--- src/rtl/core/nps_pkg.sv ---
// Shared types and constants for the priority scheduler.
package nps_pkg;

	localparam int ARR_W        = 16;
	localparam int BUR_W        = 16;
	localparam int PRI_W        = 8;
	localparam int TIME_W       = 21;
	localparam int SUM_W        = 25;
	localparam int NUM_W        = 5;
	localparam int ENT_W        = ARR_W + BUR_W + PRI_W;
	localparam int MAX_JOBS_DEF = 16;

	typedef enum logic [2:0] {
		ST_IDLE,
		ST_SCAN,
		ST_PICK,
		ST_COMP,
		ST_TAT,
		ST_EMIT
	} nps_state_t;

	typedef struct packed {
		logic load;
		logic scan_clr;
		logic scan;
		logic pick;
		logic comp;
		logic tat;
		logic emit;
		logic clear;
	} nps_cmd_t;

	typedef struct packed {
		logic scan_end;
		logic last_pick;
		logic out_valid;
	} nps_stat_t;

endpackage

--- src/rtl/core/nonpreemptive_priority_scheduler.sv ---
// Top level of the non-preemptive priority scheduler.
//
//   channel  | handshake             | beat
//   ---------+-----------------------+----------------------------------------------
//   job in   | start, busy           | arrival_time, burst_time, priority_level, last_job
//   result   | result_valid (strobe) | job_number .. total_waiting, last_result
//
// A job beat without last_job is stored unless the job memory is full; busy stays low.
// A beat with last_job starts the run: each result comes from one pass over the job
// memory (one read port) plus four arithmetic steps.
// busy drops the cycle after the last result; the run state is cleared as that result is registered.
// Reset is asynchronous; the memory holds no reset. Results cannot be stalled.
module nonpreemptive_priority_scheduler
	import nps_pkg::*;
#(
	parameter int MAX_JOBS = MAX_JOBS_DEF
) (
	input  logic              clk,
	input  logic              arst_n,
	input  logic              start,
	output logic              busy,
	input  logic [ARR_W-1:0]  arrival_time,
	input  logic [BUR_W-1:0]  burst_time,
	input  logic [PRI_W-1:0]  priority_level,
	input  logic              last_job,
	output logic              result_valid,
	output logic [NUM_W-1:0]  job_number,
	output logic [ARR_W-1:0]  job_arrival,
	output logic [BUR_W-1:0]  job_burst,
	output logic [TIME_W-1:0] completion_time,
	output logic [TIME_W-1:0] turnaround_time,
	output logic [TIME_W-1:0] waiting_time,
	output logic [SUM_W-1:0]  total_turnaround,
	output logic [SUM_W-1:0]  total_waiting,
	output logic              last_result
);

	nps_cmd_t  cmd;
	nps_stat_t stat;

	nps_ctrl u_ctrl (
		.clk      (clk),
		.arst_n   (arst_n),
		.start    (start),
		.last_job (last_job),
		.stat     (stat),
		.cmd      (cmd),
		.busy     (busy)
	);

	nps_dp #(
		.MAX_JOBS (MAX_JOBS)
	) u_dp (
		.clk              (clk),
		.arst_n           (arst_n),
		.cmd              (cmd),
		.stat             (stat),
		.arrival_time     (arrival_time),
		.burst_time       (burst_time),
		.priority_level   (priority_level),
		.result_valid     (result_valid),
		.job_number       (job_number),
		.job_arrival      (job_arrival),
		.job_burst        (job_burst),
		.completion_time  (completion_time),
		.turnaround_time  (turnaround_time),
		.waiting_time     (waiting_time),
		.total_turnaround (total_turnaround),
		.total_waiting    (total_waiting),
		.last_result      (last_result)
	);

endmodule

--- src/rtl/core/nps_ctrl.sv ---
// Controller state machine: load, scan, pick, compute, turnaround, emit sequencing.
module nps_ctrl
	import nps_pkg::*;
(
	input  logic      clk,
	input  logic      arst_n,
	input  logic      start,
	input  logic      last_job,
	input  nps_stat_t stat,
	output nps_cmd_t  cmd,
	output logic      busy
);

	nps_state_t state_q;
	nps_state_t state_nxt;
	logic       accept;

	assign accept = (state_q == ST_IDLE) && start && !stat.out_valid;

	always_ff @(posedge clk or negedge arst_n) begin
		if (!arst_n) begin
			state_q <= ST_IDLE;
		end else begin
			state_q <= state_nxt;
		end
	end

	always_comb begin
		state_nxt = state_q;
		case (state_q)
			ST_IDLE: begin
				if (accept && last_job) state_nxt = ST_SCAN;
			end
			ST_SCAN: begin
				if (stat.scan_end) state_nxt = ST_PICK;
			end
			ST_PICK: state_nxt = ST_COMP;
			ST_COMP: state_nxt = ST_TAT;
			ST_TAT:  state_nxt = ST_EMIT;
			ST_EMIT: begin
				state_nxt = stat.last_pick ? ST_IDLE : ST_SCAN;
			end
			default: state_nxt = ST_IDLE;
		endcase
	end

	always_comb begin
		cmd  = '0;
		busy = (state_q != ST_IDLE) || stat.out_valid;
		case (state_q)
			ST_IDLE: begin
				cmd.load     = accept;
				cmd.scan_clr = accept && last_job;
			end
			ST_SCAN: cmd.scan = 1'b1;
			ST_PICK: cmd.pick = 1'b1;
			ST_COMP: cmd.comp = 1'b1;
			ST_TAT:  cmd.tat  = 1'b1;
			ST_EMIT: begin
				cmd.emit     = 1'b1;
				cmd.scan_clr = !stat.last_pick;
				cmd.clear    = stat.last_pick;
			end
			default: cmd = '0;
		endcase
	end

endmodule

--- src/rtl/core/nps_dp.sv ---
// Datapath: job memory, selection scan, time arithmetic and result registers.
module nps_dp
	import nps_pkg::*;
#(
	parameter int MAX_JOBS = MAX_JOBS_DEF
) (
	input  logic              clk,
	input  logic              arst_n,
	input  nps_cmd_t          cmd,
	output nps_stat_t         stat,
	input  logic [ARR_W-1:0]  arrival_time,
	input  logic [BUR_W-1:0]  burst_time,
	input  logic [PRI_W-1:0]  priority_level,
	output logic              result_valid,
	output logic [NUM_W-1:0]  job_number,
	output logic [ARR_W-1:0]  job_arrival,
	output logic [BUR_W-1:0]  job_burst,
	output logic [TIME_W-1:0] completion_time,
	output logic [TIME_W-1:0] turnaround_time,
	output logic [TIME_W-1:0] waiting_time,
	output logic [SUM_W-1:0]  total_turnaround,
	output logic [SUM_W-1:0]  total_waiting,
	output logic              last_result
);

	localparam int IDX_W = (MAX_JOBS > 1) ? $clog2(MAX_JOBS) : 1;
	localparam int CNT_W = $clog2(MAX_JOBS + 1);

	// job memory
	logic [ENT_W-1:0] mem [MAX_JOBS];
	logic [ENT_W-1:0] rd_q;
	logic             we;
	logic             re;

	logic [CNT_W-1:0]    count_q;
	logic [CNT_W-1:0]    rd_idx_q;
	logic [CNT_W-1:0]    k_q;
	logic [MAX_JOBS-1:0] done_q;

	logic             vld_s1;
	logic [IDX_W-1:0] idx_s1;

	logic [ARR_W-1:0] rd_arr;
	logic [BUR_W-1:0] rd_bur;
	logic [PRI_W-1:0] rd_pri;

	logic             best_found_q;
	logic [ARR_W-1:0] best_arr_q;
	logic [BUR_W-1:0] best_bur_q;
	logic [PRI_W-1:0] best_pri_q;
	logic [IDX_W-1:0] best_idx_q;
	logic             min_found_q;
	logic [ARR_W-1:0] min_arr_q;
	logic [BUR_W-1:0] min_bur_q;
	logic [PRI_W-1:0] min_pri_q;
	logic [IDX_W-1:0] min_idx_q;

	logic [IDX_W-1:0]  sel_idx_q;
	logic [ARR_W-1:0]  sel_arr_q;
	logic [BUR_W-1:0]  sel_bur_q;
	logic [TIME_W-1:0] clock_q;
	logic [TIME_W-1:0] comp_q;
	logic [TIME_W-1:0] tat_q;
	logic [SUM_W-1:0]  sum_tat_q;
	logic [SUM_W-1:0]  sum_wt_q;

	logic              cand_open;
	logic              arrived;
	logic              upd_best;
	logic              upd_min;
	logic [TIME_W:0]   comp_sum;
	logic [TIME_W-1:0] comp_sat;
	logic [TIME_W-1:0] wt_val;
	logic [SUM_W:0]    tat_acc;
	logic [SUM_W:0]    wt_acc;
	logic [SUM_W-1:0]  tat_sat;
	logic [SUM_W-1:0]  wt_sat;
	logic [IDX_W:0]    num_full;

	logic              out_valid_q;
	logic [NUM_W-1:0]  o_num_q;
	logic [ARR_W-1:0]  o_arr_q;
	logic [BUR_W-1:0]  o_bur_q;
	logic [TIME_W-1:0] o_comp_q;
	logic [TIME_W-1:0] o_tat_q;
	logic [TIME_W-1:0] o_wt_q;
	logic [SUM_W-1:0]  o_sum_tat_q;
	logic [SUM_W-1:0]  o_sum_wt_q;
	logic              o_last_q;

	assign we = cmd.load && (count_q < CNT_W'(MAX_JOBS));
	assign re = cmd.scan && (rd_idx_q < count_q);

	always_ff @(posedge clk) begin
		if (we) mem[count_q[IDX_W-1:0]] <= {arrival_time, burst_time, priority_level};
		if (re) rd_q <= mem[rd_idx_q[IDX_W-1:0]];
	end

	assign {rd_arr, rd_bur, rd_pri} = rd_q;

	// scan compare
	assign cand_open = vld_s1 && !done_q[idx_s1];
	assign arrived   = TIME_W'(rd_arr) <= clock_q;
	assign upd_best  = cand_open && arrived && (!best_found_q || (rd_pri < best_pri_q) ||
		((rd_pri == best_pri_q) && (rd_arr < best_arr_q)));
	assign upd_min   = cand_open && (!min_found_q || (rd_arr < min_arr_q) ||
		((rd_arr == min_arr_q) && (rd_pri < min_pri_q)));

	assign stat.scan_end  = (rd_idx_q == count_q) && !vld_s1;
	assign stat.last_pick = (k_q == CNT_W'(count_q - 1'b1));
	assign stat.out_valid = out_valid_q;

	// arithmetic
	assign comp_sum = {1'b0, clock_q} + (TIME_W + 1)'(sel_bur_q);
	assign comp_sat = comp_sum[TIME_W] ? {TIME_W{1'b1}} : comp_sum[TIME_W-1:0];
	assign wt_val   = (tat_q >= TIME_W'(sel_bur_q)) ? (tat_q - TIME_W'(sel_bur_q)) : '0;
	assign tat_acc  = {1'b0, sum_tat_q} + (SUM_W + 1)'(tat_q);
	assign wt_acc   = {1'b0, sum_wt_q} + (SUM_W + 1)'(wt_val);
	assign tat_sat  = tat_acc[SUM_W] ? {SUM_W{1'b1}} : tat_acc[SUM_W-1:0];
	assign wt_sat   = wt_acc[SUM_W] ? {SUM_W{1'b1}} : wt_acc[SUM_W-1:0];
	assign num_full = {1'b0, sel_idx_q} + 1'b1;

	always_ff @(posedge clk or negedge arst_n) begin
		if (!arst_n) begin
			count_q      <= '0;
			rd_idx_q     <= '0;
			k_q          <= '0;
			done_q       <= '0;
			vld_s1       <= 1'b0;
			best_found_q <= 1'b0;
			min_found_q  <= 1'b0;
			clock_q      <= '0;
			sum_tat_q    <= '0;
			sum_wt_q     <= '0;
			out_valid_q  <= 1'b0;
		end else begin
			out_valid_q <= cmd.emit;
			if (we) count_q <= count_q + 1'b1;
			if (cmd.scan_clr) begin
				rd_idx_q     <= '0;
				vld_s1       <= 1'b0;
				best_found_q <= 1'b0;
				min_found_q  <= 1'b0;
			end else if (cmd.scan) begin
				vld_s1 <= re;
				if (re) rd_idx_q <= rd_idx_q + 1'b1;
				if (upd_best) best_found_q <= 1'b1;
				if (upd_min) min_found_q <= 1'b1;
			end
			if (cmd.pick && !best_found_q) clock_q <= TIME_W'(min_arr_q);
			if (cmd.tat) clock_q <= comp_q;
			if (cmd.emit && !cmd.clear) begin
				done_q[sel_idx_q] <= 1'b1;
				k_q               <= k_q + 1'b1;
				sum_tat_q         <= tat_sat;
				sum_wt_q          <= wt_sat;
			end
			if (cmd.clear) begin
				count_q   <= '0;
				k_q       <= '0;
				done_q    <= '0;
				clock_q   <= '0;
				sum_tat_q <= '0;
				sum_wt_q  <= '0;
			end
		end
	end

	always_ff @(posedge clk) begin
		if (cmd.scan && re) idx_s1 <= rd_idx_q[IDX_W-1:0];
		if (cmd.scan && upd_best) begin
			best_arr_q <= rd_arr;
			best_bur_q <= rd_bur;
			best_pri_q <= rd_pri;
			best_idx_q <= idx_s1;
		end
		if (cmd.scan && upd_min) begin
			min_arr_q <= rd_arr;
			min_bur_q <= rd_bur;
			min_pri_q <= rd_pri;
			min_idx_q <= idx_s1;
		end
		if (cmd.pick) begin
			sel_idx_q <= best_found_q ? best_idx_q : min_idx_q;
			sel_arr_q <= best_found_q ? best_arr_q : min_arr_q;
			sel_bur_q <= best_found_q ? best_bur_q : min_bur_q;
		end
		if (cmd.comp) comp_q <= comp_sat;
		if (cmd.tat) tat_q <= comp_q - TIME_W'(sel_arr_q);
		if (cmd.emit) begin
			o_num_q     <= NUM_W'(num_full);
			o_arr_q     <= sel_arr_q;
			o_bur_q     <= sel_bur_q;
			o_comp_q    <= clock_q;
			o_tat_q     <= tat_q;
			o_wt_q      <= wt_val;
			o_sum_tat_q <= tat_sat;
			o_sum_wt_q  <= wt_sat;
			o_last_q    <= stat.last_pick;
		end
	end

	assign result_valid     = out_valid_q;
	assign job_number       = o_num_q;
	assign job_arrival      = o_arr_q;
	assign job_burst        = o_bur_q;
	assign completion_time  = o_comp_q;
	assign turnaround_time  = o_tat_q;
	assign waiting_time     = o_wt_q;
	assign total_turnaround = o_sum_tat_q;
	assign total_waiting    = o_sum_wt_q;
	assign last_result      = o_last_q;

endmodule

--- config.mk ---
export PLATFORM = sky130hd
export DESIGN_NAME = nonpreemptive_priority_scheduler
export DESIGN_NICKNAME = d
export VERILOG_FILES = /design/src/rtl/core/nps_pkg.sv /design/src/rtl/core/nonpreemptive_priority_scheduler.sv /design/src/rtl/core/nps_ctrl.sv /design/src/rtl/core/nps_dp.sv
export SDC_FILE = /design/constraint.sdc
export NUM_CORES = 1
export LEC_CHECK = 0
export CORE_MARGIN = 5
export CORE_UTILIZATION = 45
export DETAILED_ROUTE_END_ITERATION = 12
export DONT_BUFFER_PORTS = 1
export HOLD_SLACK_MARGIN = 0.02
export MAX_ROUTING_LAYER = met4
export PLACE_DENSITY = 0.6
export SYNTH_ARGS = -nofsm -noshare
export SYNTH_HDL_FRONTEND = slang
export SYNTH_SLANG_ARGS = --single-unit
--- constraint.sdc ---
create_clock -name clk -period 10.7 [get_ports clk]
set_input_delay 0 -clock clk [delete_from_list [all_inputs] [get_ports clk]]
set_output_delay 0 -clock clk [all_outputs]
set_load 0.005 [all_outputs]
==> run_results.csv <==
group,metric,value,unit
die,start_util,45.4,%
grt,antenna_found_initial,13,
clock_tree,h-tree-depth,3,
outcome,outcome,"completed",
routing,wl_per_cell,25.3,um
finish,areaGrowthSynthToFinish,12.5,%
finish,final_util,51.0,%
setup_path,critPathKind,"register to register",
finish,final_cell_area,53000,um2
yosys,synth_cell_types,75,
sta,worst_pin_slew,1150,ps
routing,antenna_left,0,
placed_design,postPlaceCellArea,48900,um2
sta,skew,46.7,ps
clock_tree,cts-root-buf,"clkbuf_16",
yosys,synth_async_sr_flop_share,9.82,%
power,combinationalPowerShare,0.6,%
clock_tree,clock_sinks,1110,
yosys,yosysTopAreaCellShare,63.8,%
sta,period_share,55.4,%
setup_path,timing.rr.start,"u_dp.tat_q[0]",
routing,routed_wl,111000,um
setup_path,critPathSlowestCell,"or2_1",
placed_design,io_buffers,0,
grt,overflow,0,
grt,grtUsageMet1,26.2,%
sta,fin_crit,5930,ps
sta,tns,0,ps
routing,vias,25200,
yosys,synth-edff-count,1001,
sta,grt_setup_unrepaired,"false",
yosys,yosysSeqAreaShare,69.6,%
sta,setup_viol,0,
power,switchingPower,1.67,mW
grt,grt.total_usage,20.3,%
finish,fillers,8370,
setup_path,reg2reg_depth,20,
yosys,synth_ff_type,"edfxtp_1",
clock_tree,cts_tree,"built",
clock_tree,clock_latency,700,ps
setup_path,crit_fanout,21,
die,coreArea,104000,um2
power,power_density,162,nW/um2
worst_hold_path,holdPathStages,1,
grt,grt_max_degree,114,
sta,hold_violations,0,
placed_design,dp_hpwl,68100,um
grt,grt_use_met2,34.2,%
grt,gr-max-usage-layer,"met2",
yosys,synth.most_common_cell,"edfxtp_1",
setup_path,max_stage_delay,700,ps
die,rows,118,
setup_path,cp.arrival,6470,ps
sta,max_freq,169,MHz
die,ios,197,
yosys,avgSynthCellArea,16.7,um2
grt,grt_pass1_vias,25700,
power,ir_drop,0.126,mV
die,die_x,333,um
setup_path,worst_setup_path_end_kind,"register",
grt,grt_use_met3,3.05,%
power,finalPower,8.57,mW
clock_tree,clkTransAtPathRegs,60,ps
setup_path,timing.critical_path.required,11240,ps
routing,first_pass_iters,5,
yosys,synthCells,2825,
die,die_area,111000,um2
clock_tree,numCtsBuffers,113,
finish,fin_nets,3134,
setup_path,cp_cell_sequence,"inv_1 -> ha_1 -> inv_1 -> fa_1 -> a21oi_1 -> o21ai_1 -> a31o_2 -> a31oi_1 -> o21ai_0 -> a2111oi_0 -> nor2_1 -> mux2_2 -> ha_1 -> a21o_1 -> a21oi_1 -> or3b_1 -> o21ai_2 -> or2_1 -> o21ai_0 -> a22o_1",
setup_path,worst-path-buf-inv,2,
worst_hold_path,hp-class,"input pin to register",
routing,drc,0,
worst_hold_path,whs_endpoint,"u_dp.mem[10][6]",
die,die_h,333,um
routing,drtIter0Drc,2044,
yosys,yosysTopAreaCell,"edfxtp_1",
clock_tree,clockBufferDepth,3,
setup_path,r2r_end,"u_dp.sum_wt_q[6]",
yosys,synth.area.top_cells,"edfxtp_1 64%, mux4_2 9.8%, dfrtp_1 5.8%, ha_1 4.5%, a21oi_1 1.3%",
setup_path,reg2reg_slack,4770,ps
routing,viasPerCell,5.75,
yosys,synthesis.area,47100,um2
sta,finalMaxSlewViolations,0,
placed_design,gp_congestion,0.941,
yosys,synth_common_cells,"1001 x edfxtp_1, 205 x mux4_2, 168 x ha_1, 168 x nor2_1, 143 x nand2_1",
finish,drive_gt1_share,16.1,%
sta,slew_headroom,23.3,%
setup_path,crit_family,"compound AO/OA/AOI/OAI gates",
yosys,yosysWarnings,0,
yosys,syn_nets,3042,
power,internal_power,6.90,mW
power,p_seq_share,54.8,%
power,p_sw_share,19.5,%
job,cap_violations,0,
worst_hold_path,hp-start,"priority_level[6]",
power,leakage,18.2,nW
setup_path,critPathLaunchType,"register",
yosys,synth-seq-cells,1110,
grt,grt_pass1_wl,167000,um
clock_tree,postCtsResizedCells,0,
power,clkPwrFrac,44.5,%
==> power groups by stage <==
stage	clock (mW)	sequential (mW)	combinational [mW]
final	3.82	4.70	0.0544
after global routing	4.09	4.70	0.0610
after CTS	3.91	4.70	0.0559
after detailed placement	0	4.79	0.0000141
after global placement	0	4.79	0.0000141
after floorplan	0	4.79	0.0000141
==> cell type report <==
class | instances | area, um2 | area share [%]
multi-input combinational | 1473 | 13500 | 25.5
antenna | 9 | 22.5 | 0.0425
clock buffer | 149 | 3080 | 5.81
sequential | 1110 | 32800 | 61.9
tap | 1380 | 1730 | 3.26
clock inverter | 52 | 520 | 0.982
timing repair buffer | 82 | 778 | 1.47
inverter | 137 | 522 | 0.985
==> cell families (layout without fill, tap and decap cells) <==
family          count (synthesis)  after routing  synth area share, %
mux                           239            239                 10.6
simple gates                  501            501                 4.90
xor+xnor                       82             82                 1.53
other cells                     0              9                    0
compound gates                478            478                 6.68
flops                        1110           1110                 69.6
fa+ha+maj                     173            173                 4.68
buf+inv                       242            420                 1.99
==> how the worst max path moves through the flow <==
stage | endpoint | from | depth (start not counted)
floorplan | u_dp.sum_tat_q[21] | u_ctrl.state_q[0] | 6
global placement | u_dp.total_waiting[24] | u_dp.tat_q[0] | 20
detailed placement | u_dp.sum_wt_q[6] | u_dp.tat_q[0] | 20
CTS | u_dp.sum_wt_q[6] | u_dp.tat_q[0] | 20
global route | u_dp.sum_wt_q[6] | u_dp.tat_q[0] | 20
finish | u_dp.sum_wt_q[6] | u_dp.tat_q[0] | 20
==> registers in the layout, indices dropped and copies added (netlist names), 21 cells and up <==
register and cells:
u_dp.turnaround_time 21, u_dp.tat_q 21, u_dp.sum_tat_q 25, u_dp.sum_wt_q 25, u_dp.waiting_time 21, u_dp.rd_q 40
u_dp.total_turnaround 25, u_dp.completion_time 21, u_dp.comp_q 21, u_dp.total_waiting 25, u_dp.clock_q 21, u_dp.mem 640
==> what timing repair did <==
| action | in CTS | in global routing |
|---|---|---|
| hold buffers | 46 | 0 |
| buffers inserted | 0 | 0 |
| hold endpoints to repair | 761 | 0 |
==> layer usage <==
| layer | share of wire (%) | vias to the layer above | wire (um) |
|---|---|---|---|
| met4 | 2.6 | 0 | 2860 |
| li1 | - | 11300 | - |
| met1 | 42 | 13000 | 46400 |
| met3 | 4.7 | 174 | 5170 |
| met2 | 51 | 742 | 56600 |
| met5 | 0 | - | 0 |
==> metrics by stage <==
step           setup slack, ps  hold WS (ps)  std cells
2_1_floorplan             4650          -296       2825
3_3_place_gp              5080          -290       4136
3_5_place_dp              4880          -291       4136
4_1_cts                   4830           198       4383
5_1_grt                   4390           255       4392
6_report                  4770           256       4392
==> cell usage in the layout (no fill, tap or decap), drive strengths merged, types with 36 or more instances in the layout <==
master       count
a22o            40
edfxtp        1001
dfrtp          109
nand2          143
mux4           205
nor2           169
o21ai          105
buf             38
a21o            49
clkinv          36
xnor2           45
xor2            37
inv            141
clkbuf         149
ha             168
a21oi          128
dlygate4sd3     44
a31oi           36
Power figures use the tool's default switching activity.
